## src/sv/prd_pkg.sv

```systemverilog
// Package for the PCX run-length pixel decoder: register indexes, byte codes,
// controller/datapath command and status types and the lane packing function.
// Depends on nothing; every module of the decoder imports it.
package prd_pkg;

	localparam int CfgIdxW = 4;
	localparam int CfgDataW = 16;

	localparam logic [CfgIdxW-1:0] REG_IMAGE_WIDTH = 4'd0;
	localparam logic [CfgIdxW-1:0] REG_IMAGE_HEIGHT = 4'd1;
	localparam logic [CfgIdxW-1:0] REG_BITS_PER_PIXEL = 4'd2;
	localparam logic [CfgIdxW-1:0] REG_PLANE_COUNT = 4'd3;

	localparam logic [7:0] RUN_MARK = 8'hC0;
	localparam logic [7:0] RUN_LEN_MASK = 8'h3F;
	localparam logic [7:0] LANE_MASK = 8'hFF;

	typedef struct packed {
		logic take;
		logic emit;
		logic from_input;
	} prd_cmd_t;

	typedef struct packed {
		logic out_free;
		logic header;
		logic pending;
		logic zero_run;
		logic emit_last;
	} prd_stat_t;

	// Splits one byte into pixels of 2**lg bits, most significant first, and
	// shifts each by the plane offset. Lanes at or beyond valid stay zero.
	function automatic logic [63:0] pack_lanes(logic [7:0] b, logic [1:0] lg,
		logic [2:0] plane, logic [3:0] valid);
		logic [63:0] r;
		logic [15:0] v;
		logic [5:0] sh;
		logic [3:0] ppb;
		logic [3:0] bpp;
		logic [7:0] mask;
		logic [3:0] pos;
		bpp = 4'd1 << lg;
		ppb = 4'd8 >> lg;
		mask = 8'((16'd1 << bpp) - 16'd1);
		sh = 6'({3'b000, plane} << lg);
		r = '0;
		for (int i = 0; i < 8; i++) begin
			if (4'(i) < valid) begin
				pos = 4'((ppb - 4'd1 - 4'(i)) << lg);
				v = {8'h00, (b >> pos) & mask};
				if (sh < 6'd8) begin
					r[8*i +: 8] = 8'(v << sh[2:0]) & LANE_MASK;
				end
			end
		end
		return r;
	endfunction

endpackage

```

## src/sv/pcx_rle_pixel_decoder_core.sv

```systemverilog
// PCX run-length pixel decoder, top level. Depends on prd_pkg, prd_ctrl, prd_datapath.
// A literal byte's result appears in the cycle after it is taken. A run header gives no
// result; the data byte then gives up to n results, fewer where the plane line ends, one
// per cycle from the output register while out_stall is low, and input stalls meanwhile.
// Reset clears all counters and run state and loads the register defaults at once.
module pcx_rle_pixel_decoder_core (
	input  logic                      clk,
	input  logic                      arst_n,
	input  logic                      cfg_valid,
	output logic                      cfg_ready,
	input  logic [prd_pkg::CfgIdxW-1:0]  cfg_index,
	input  logic [prd_pkg::CfgDataW-1:0] cfg_data,
	input  logic                      in_valid,
	output logic                      in_stall,
	input  logic [7:0]                stream_byte,
	output logic                      out_valid,
	input  logic                      out_stall,
	output logic [15:0]               pixel_row,
	output logic [15:0]               first_x,
	output logic [3:0]                pixel_count,
	output logic [63:0]               pixel_lanes,
	output logic [2:0]                plane_index,
	output logic                      run_last,
	output logic                      frame_last
);
	import prd_pkg::*;

	prd_cmd_t  cmd;
	prd_stat_t stat;

	assign cfg_ready = 1'b1;

	prd_ctrl u_ctrl (
		.clk      (clk),
		.arst_n   (arst_n),
		.in_valid (in_valid),
		.in_stall (in_stall),
		.stat     (stat),
		.cmd      (cmd)
	);

	prd_datapath u_datapath (
		.clk         (clk),
		.arst_n      (arst_n),
		.cfg_valid   (cfg_valid && cfg_ready),
		.cfg_index   (cfg_index),
		.cfg_data    (cfg_data),
		.stream_byte (stream_byte),
		.out_stall   (out_stall),
		.out_valid   (out_valid),
		.pixel_row   (pixel_row),
		.first_x     (first_x),
		.pixel_count (pixel_count),
		.pixel_lanes (pixel_lanes),
		.plane_index (plane_index),
		.run_last    (run_last),
		.frame_last  (frame_last),
		.cmd         (cmd),
		.stat        (stat)
	);

endmodule

```

## src/sv/prd_ctrl.sv

```systemverilog
// Controller of the PCX run-length pixel decoder: a two-state machine that
// takes bytes and paces the results of a run. Depends on prd_pkg.
module prd_ctrl (
	input  logic              clk,
	input  logic              arst_n,
	input  logic              in_valid,
	output logic              in_stall,
	input  prd_pkg::prd_stat_t stat,
	output prd_pkg::prd_cmd_t  cmd
);
	import prd_pkg::*;

	typedef enum logic [1:0] {
		ST_IDLE = 2'b01,
		ST_RUN  = 2'b10
	} prd_state_t;

	prd_state_t state_q;
	prd_state_t state_d;

	always_comb begin
		state_d = state_q;
		cmd = '0;
		in_stall = 1'b1;
		case (state_q)
			ST_IDLE: begin
				in_stall = !stat.out_free;
				cmd.from_input = 1'b1;
				cmd.take = in_valid && stat.out_free;
				cmd.emit = cmd.take && !(stat.header && !stat.pending) && !stat.zero_run;
				if (cmd.emit && !stat.emit_last) begin
					state_d = ST_RUN;
				end
			end
			ST_RUN: begin
				cmd.emit = stat.out_free;
				if (cmd.emit && stat.emit_last) begin
					state_d = ST_IDLE;
				end
			end
			default: begin
				state_d = ST_IDLE;
			end
		endcase
	end

	always_ff @(posedge clk or negedge arst_n) begin
		if (!arst_n) begin
			state_q <= ST_IDLE;
		end else begin
			state_q <= state_d;
		end
	end

endmodule

```

## src/sv/prd_datapath.sv

```systemverilog
// Datapath of the PCX run-length pixel decoder: configuration registers,
// position counters, run state and the registered result. Depends on prd_pkg.
module prd_datapath (
	input  logic                      clk,
	input  logic                      arst_n,
	input  logic                      cfg_valid,
	input  logic [prd_pkg::CfgIdxW-1:0]  cfg_index,
	input  logic [prd_pkg::CfgDataW-1:0] cfg_data,
	input  logic [7:0]                stream_byte,
	input  logic                      out_stall,
	output logic                      out_valid,
	output logic [15:0]               pixel_row,
	output logic [15:0]               first_x,
	output logic [3:0]                pixel_count,
	output logic [63:0]               pixel_lanes,
	output logic [2:0]                plane_index,
	output logic                      run_last,
	output logic                      frame_last,
	input  prd_pkg::prd_cmd_t          cmd,
	output prd_pkg::prd_stat_t         stat
);
	import prd_pkg::*;

	logic [15:0] width_q;
	logic [15:0] height_q;
	logic [3:0]  bpp_q;
	logic [3:0]  planes_q;

	logic [15:0] row_q;
	logic [2:0]  plane_q;
	logic [15:0] col_q;
	logic        pending_q;
	logic [5:0]  run_len_q;
	logic [5:0]  remain_q;
	logic [7:0]  byte_q;
	logic        out_valid_q;

	logic [16:0] w;
	logic [16:0] h;
	logic [3:0]  planes;
	logic [1:0]  lg;
	logic [3:0]  ppb;
	logic [16:0] line_len;
	logic [15:0] row_n;
	logic [2:0]  plane_n;
	logic [15:0] col_n;
	logic [18:0] x0;
	logic [16:0] avail;
	logic [3:0]  valid_n;
	logic [7:0]  byte_cur;
	logic [5:0]  count_cur;
	logic        line_end;
	logic        plane_wrap;
	logic        row_wrap;

	always_comb begin
		w = (width_q == 16'd0) ? 17'd1 : {1'b0, width_q};
		h = (height_q == 16'd0) ? 17'd1 : {1'b0, height_q};
		if (planes_q == 4'd0) begin
			planes = 4'd1;
		end else if (planes_q > 4'd8) begin
			planes = 4'd8;
		end else begin
			planes = planes_q;
		end
		case (bpp_q)
			4'd1: lg = 2'd0;
			4'd2: lg = 2'd1;
			4'd8: lg = 2'd3;
			default: lg = 2'd2;
		endcase
		ppb = 4'd8 >> lg;
		line_len = (w + 17'(ppb) - 17'd1) >> (2'd3 - lg);

		row_n = ({1'b0, row_q} >= h) ? 16'd0 : row_q;
		plane_n = ({1'b0, plane_q} >= planes) ? 3'd0 : plane_q;
		col_n = ({1'b0, col_q} >= line_len) ? 16'd0 : col_q;

		x0 = {3'b000, col_n} << (2'd3 - lg);
		avail = w - x0[16:0];
		valid_n = (avail > 17'(ppb)) ? ppb : avail[3:0];

		byte_cur = cmd.from_input ? stream_byte : byte_q;
		if (cmd.from_input) begin
			count_cur = pending_q ? run_len_q : 6'd1;
		end else begin
			count_cur = remain_q;
		end

		line_end = ({1'b0, col_n} + 17'd1) >= line_len;
		plane_wrap = ({1'b0, plane_n} + 4'd1) >= planes;
		row_wrap = ({1'b0, row_n} + 17'd1) >= h;

		stat.out_free = !out_valid_q || !out_stall;
		stat.header = (stream_byte & RUN_MARK) == RUN_MARK;
		stat.pending = pending_q;
		stat.zero_run = pending_q && (run_len_q == 6'd0);
		stat.emit_last = (count_cur == 6'd1) || line_end;
	end

	always_ff @(posedge clk or negedge arst_n) begin
		if (!arst_n) begin
			width_q <= 16'd1;
			height_q <= 16'd1;
			bpp_q <= 4'd8;
			planes_q <= 4'd1;
		end else if (cfg_valid) begin
			case (cfg_index)
				REG_IMAGE_WIDTH: width_q <= cfg_data;
				REG_IMAGE_HEIGHT: height_q <= cfg_data;
				REG_BITS_PER_PIXEL: bpp_q <= cfg_data[3:0];
				REG_PLANE_COUNT: planes_q <= cfg_data[3:0];
				default: begin
				end
			endcase
		end
	end

	always_ff @(posedge clk or negedge arst_n) begin
		if (!arst_n) begin
			pending_q <= 1'b0;
			run_len_q <= 6'd0;
			row_q <= 16'd0;
			plane_q <= 3'd0;
			col_q <= 16'd0;
			remain_q <= 6'd0;
			out_valid_q <= 1'b0;
		end else begin
			if (cmd.take) begin
				if (!pending_q && stat.header) begin
					pending_q <= 1'b1;
					run_len_q <= stream_byte[5:0] & RUN_LEN_MASK[5:0];
				end else begin
					pending_q <= 1'b0;
					run_len_q <= 6'd0;
				end
			end
			if (cmd.emit) begin
				remain_q <= count_cur - 6'd1;
				out_valid_q <= 1'b1;
				if (line_end) begin
					col_q <= 16'd0;
					if (plane_wrap) begin
						plane_q <= 3'd0;
						row_q <= row_wrap ? 16'd0 : row_n + 16'd1;
					end else begin
						plane_q <= plane_n + 3'd1;
						row_q <= row_n;
					end
				end else begin
					col_q <= col_n + 16'd1;
					plane_q <= plane_n;
					row_q <= row_n;
				end
			end else begin
				if (cmd.take) begin
					col_q <= col_n;
					plane_q <= plane_n;
					row_q <= row_n;
				end
				if (!out_stall) begin
					out_valid_q <= 1'b0;
				end
			end
		end
	end

	always_ff @(posedge clk) begin
		if (cmd.take) begin
			byte_q <= stream_byte;
		end
		if (cmd.emit) begin
			pixel_row <= row_n;
			first_x <= x0[15:0];
			pixel_count <= valid_n;
			pixel_lanes <= pack_lanes(byte_cur, lg, plane_n, valid_n);
			plane_index <= plane_n;
			run_last <= stat.emit_last;
			frame_last <= line_end && plane_wrap && row_wrap;
		end
	end

	assign out_valid = out_valid_q;

endmodule

```

## config.mk

```make
export PLATFORM = sky130hd
export DESIGN_NAME = pcx_rle_pixel_decoder_core
export DESIGN_NICKNAME = d
export VERILOG_FILES = /design/src/sv/prd_pkg.sv /design/src/sv/pcx_rle_pixel_decoder_core.sv /design/src/sv/prd_ctrl.sv /design/src/sv/prd_datapath.sv
export SDC_FILE = /design/constraint.sdc
export NUM_CORES = 1
export LEC_CHECK = 0
export ABC_AREA = 1
export BUFFER_PORTS_ARGS = -buffer_cell sky130_fd_sc_hd__buf_2
export CAP_MARGIN = 20
export CELL_PAD_IN_SITES_DETAIL_PLACEMENT = 1
export CELL_PAD_IN_SITES_GLOBAL_PLACEMENT = 1
export CORE_UTILIZATION = 40
export CTS_CLUSTER_DIAMETER = 80
export DETAILED_ROUTE_END_ITERATION = 10
export PLACE_DENSITY = 0.8
export SLEW_MARGIN = 20
export SYNTH_ARGS = -nofsm -noshare
export SYNTH_HDL_FRONTEND = slang
export SYNTH_SLANG_ARGS = --single-unit
```

## constraint.sdc

```tcl
create_clock -name clk -period 9.75 [get_ports clk]
set_clock_uncertainty 0.2 [all_clocks]
set_input_delay 0.4875 -clock clk [delete_from_list [all_inputs] [get_ports clk]]
set_output_delay 0.4875 -clock clk [all_outputs]
set_load 0.05 [all_outputs]
```

==> flow_summary.toml <==
[clock_tree]
cts-htree-levels = 1
cts_sinks = 204
clockBufferDepth = 3
cts_buffers = 27
cts_tree = "built"
clk_latency_ps = 560
clkTransAtPathRegs_ps = 60
cts_root_buf = "clkbuf_16"

[floorplanning]
dieArea_sq_um = 38500
core-area_sq_um = 36900
initial_core_util = 0.409
ios = 141
die_w_microns = 196
rows = 70
die_y_microns = 196

[drt]
drc_errors = 0
routed_wirelength_microns = 51700
vias = 14566
drtPass1Iterations = 5
vias_per_cell = 5.37
drt_iter0_drc = 815
wl_per_cell_microns = 19.1
antenna_left = 0

[critical_path]
max_stage_delay_ps = 560
cpMaxStageDelayCell = "dfstp_2"
worstPathMaxFanout = 6
crit_required_ps = 9950
r2r-end = "u_datapath.pixel_lanes[49]"
cp-start-kind = "register"
ff2ff_setup_slack_ps = 370
setup.worst_path.end_class = "register"
rr_worst_depth = 53
rr_startpoint = "u_datapath.bpp_q[3]"
crit_type = "reg -> reg"
path_common_cell = "nand2_1"
crit_arrival_ps = 9580

[grt]
antenna_found_initial = 0
grtUsageTotal = 0.265
grt_pass1_vias = 14928
grt_max_degree = 77
grt_overflow = 0
grt_pass1_wl_microns = 80700

[synthesis]
synth.mux.area_fraction = 0.00265
synth_edf_count = 113
synth_nets = 2182
synth_compound_area_frac = 0.140
netlist_area_sq_um = 15100
ys_seq_area_frac = 0.376
synth_xor_area_frac = 0.0261
async_flop_share = 0.446
synth_warnings = 0
ys_types = 63
ys_seq_elements = 204
synthSimpleGateAreaFrac = 0.252
synth.avg_cell_area_sq_um = 7.45
synth-main-ff-cell = "edfxtp_1"
synth_top_family_by_area = "simple AND/OR/NAND/NOR gates"
syn_inst = 2023
synthAdderAreaFrac = 0.106

[sta]
max_freq_ghz = 0.107
worst_slew_pin_slew_ps = 1070
drv_slew = 0
period_needed_ps = 9380
setup_viol = 0
finalHoldViolCount = 0
relSlewSlack = 0.281
min_period_over_period = 0.962
whs_ps = 23.4
setup_tns_ps = 0

[status]
status = "finished, final reports clean"

[placement]
port_buffers = 139
dp_hpwl_microns = 39500
gp_congestion = 0.962

[min_path]
min_path_cells = 3
hold_start = "cfg_data[14]"
hp-class = "in -> reg"
min_to = "u_datapath.height_q[14]"

[final_layout]
nNetsFinal = 2348
final_core_util = 0.483
diodes = 0
syn_to_final_growth_pct = 18.0
drive_gt1_frac = 0.145

[flow_run]
drv_cap = 0
-- worst max path at each step --
stage | startpoint | endpoint | slack [ps] | cells after the start
finish | u_datapath.bpp_q[3] | u_datapath.pixel_lanes[49] | 370 | 53
global route | u_datapath.bpp_q[3] | u_datapath.pixel_lanes[28] | -310 | 60
CTS | u_datapath.bpp_q[3] | u_datapath.pixel_lanes[49] | 4 | 61
detailed placement | u_datapath.bpp_q[3] | u_datapath.pixel_lanes[49] | -200 | 60
global placement | u_datapath.width_q[2] | u_datapath.pixel_lanes[42] | 110 | 60
floorplan | u_datapath.bpp_q[3] | u_datapath.pixel_lanes[43] | 290 | 63
-- registers in the layout (all words and copies together), names as in the netlist, 6 cells and up --
register and flops:
u_datapath.run_len_q 6, u_datapath.row_q 16, u_datapath.pixel_lanes 64, u_datapath.height_q 16
u_datapath.byte_q 8, u_datapath.col_q 16, u_datapath.pixel_row 16, u_datapath.remain_q 6
u_datapath.width_q 16, u_datapath.first_x 16
-- logic make-up (layout without fill, tap and decap cells) --
group,count (synthesis),after routing
AO/OA/AOI/OAI,374,374
flip-flops,204,204
other,1,1
adder cells (fa/ha/maj),126,126
XOR/XNOR,45,45
AND/OR/NAND/NOR,886,887
buffers and inverters,383,569
multiplexers,4,4
-- placed cells by master, fill, tap and decap left out, types with 10 or more instances in the layout --
master,count
nand2_1,437
inv_1,309
nor2_1,231
o21ai_0,151
buf_2,138
ha_1,123
edfxtp_1,113
nand3_1,94
a21oi_1,89
dfrtp_1,86
buf_4,44
nand4_1,29
xor2_1,29
clkbuf_16,27
o21ai_1,24
o22ai_1,19
nor3_1,18
xnor2_1,16
nand3_2,15
a22oi_1,15
o21ai_2,12
o21a_1,12
nor2_4,10
dlygate4sd3_1,10
-- Yosys cell counts (all sizes together), types with 29 or more instances --
cell type	number	area (sq um)
nand2	445	1680
nand4	30	194
edfxtp	113	3390
ha	124	1550
clkbuf	46	173
xor2	29	254
a21oi	95	475
o21ai	187	936
inv	317	1190
nor2	250	991
dfrtp	86	2150
nand3	111	611
-- worst max-delay path, delay by kind of cell (launching register included) --
family,cells,cell delay (ps)
flip-flops,1,560
XOR/XNOR,2,500
multiplexers,1,160
buffers and inverters,9,840
AO/OA/AOI/OAI,10,1840
adder cells (fa/ha/maj),8,2360
AND/OR/NAND/NOR,23,2760
-- per-layer routing --
layer / part of all wire / vias to the layer above / track usage
met2: 0.49 / 313 / 0.461
met3: 0.036 / 83 / 0.0236
li1: - / 7024 / -
met1: 0.45 / 7146 / 0.353
met4: 0.027 / 0 / 0.0703
met5: 0 / - / 0
-- timing repair --
action	CTS	global route
pin swaps	1	17
hold buffers	10	0
buffers inserted	2	13
cloned	0	1
endpoints found under the hold margin	31	0
setup endpoints to repair	57	101
gates resized for setup	4	68
-- layout make-up --
class | count | area [sq um]
fill | 4640 | 19100
multi-input combinational | 1437 | 8180
sequential | 204 | 5680
inverter | 324 | 1220
timing repair buffer | 195 | 1170
clock buffer | 37 | 743
tap | 504 | 631
clock inverter | 13 | 176
-- metrics by stage --
step                      worst slack (ps)  cells  area [sq um]
after detailed placement              -201   2636         16400
final                                  366   2714         17800
after CTS                             4.18   2698         17400
after floorplan                        287   2023         15100
after global routing                  -311   2714         17800
after global placement                 111   2636         16400
Power is not shown: default switching activity piles up to over one toggle a cycle in this logic, so the estimate is an artifact.
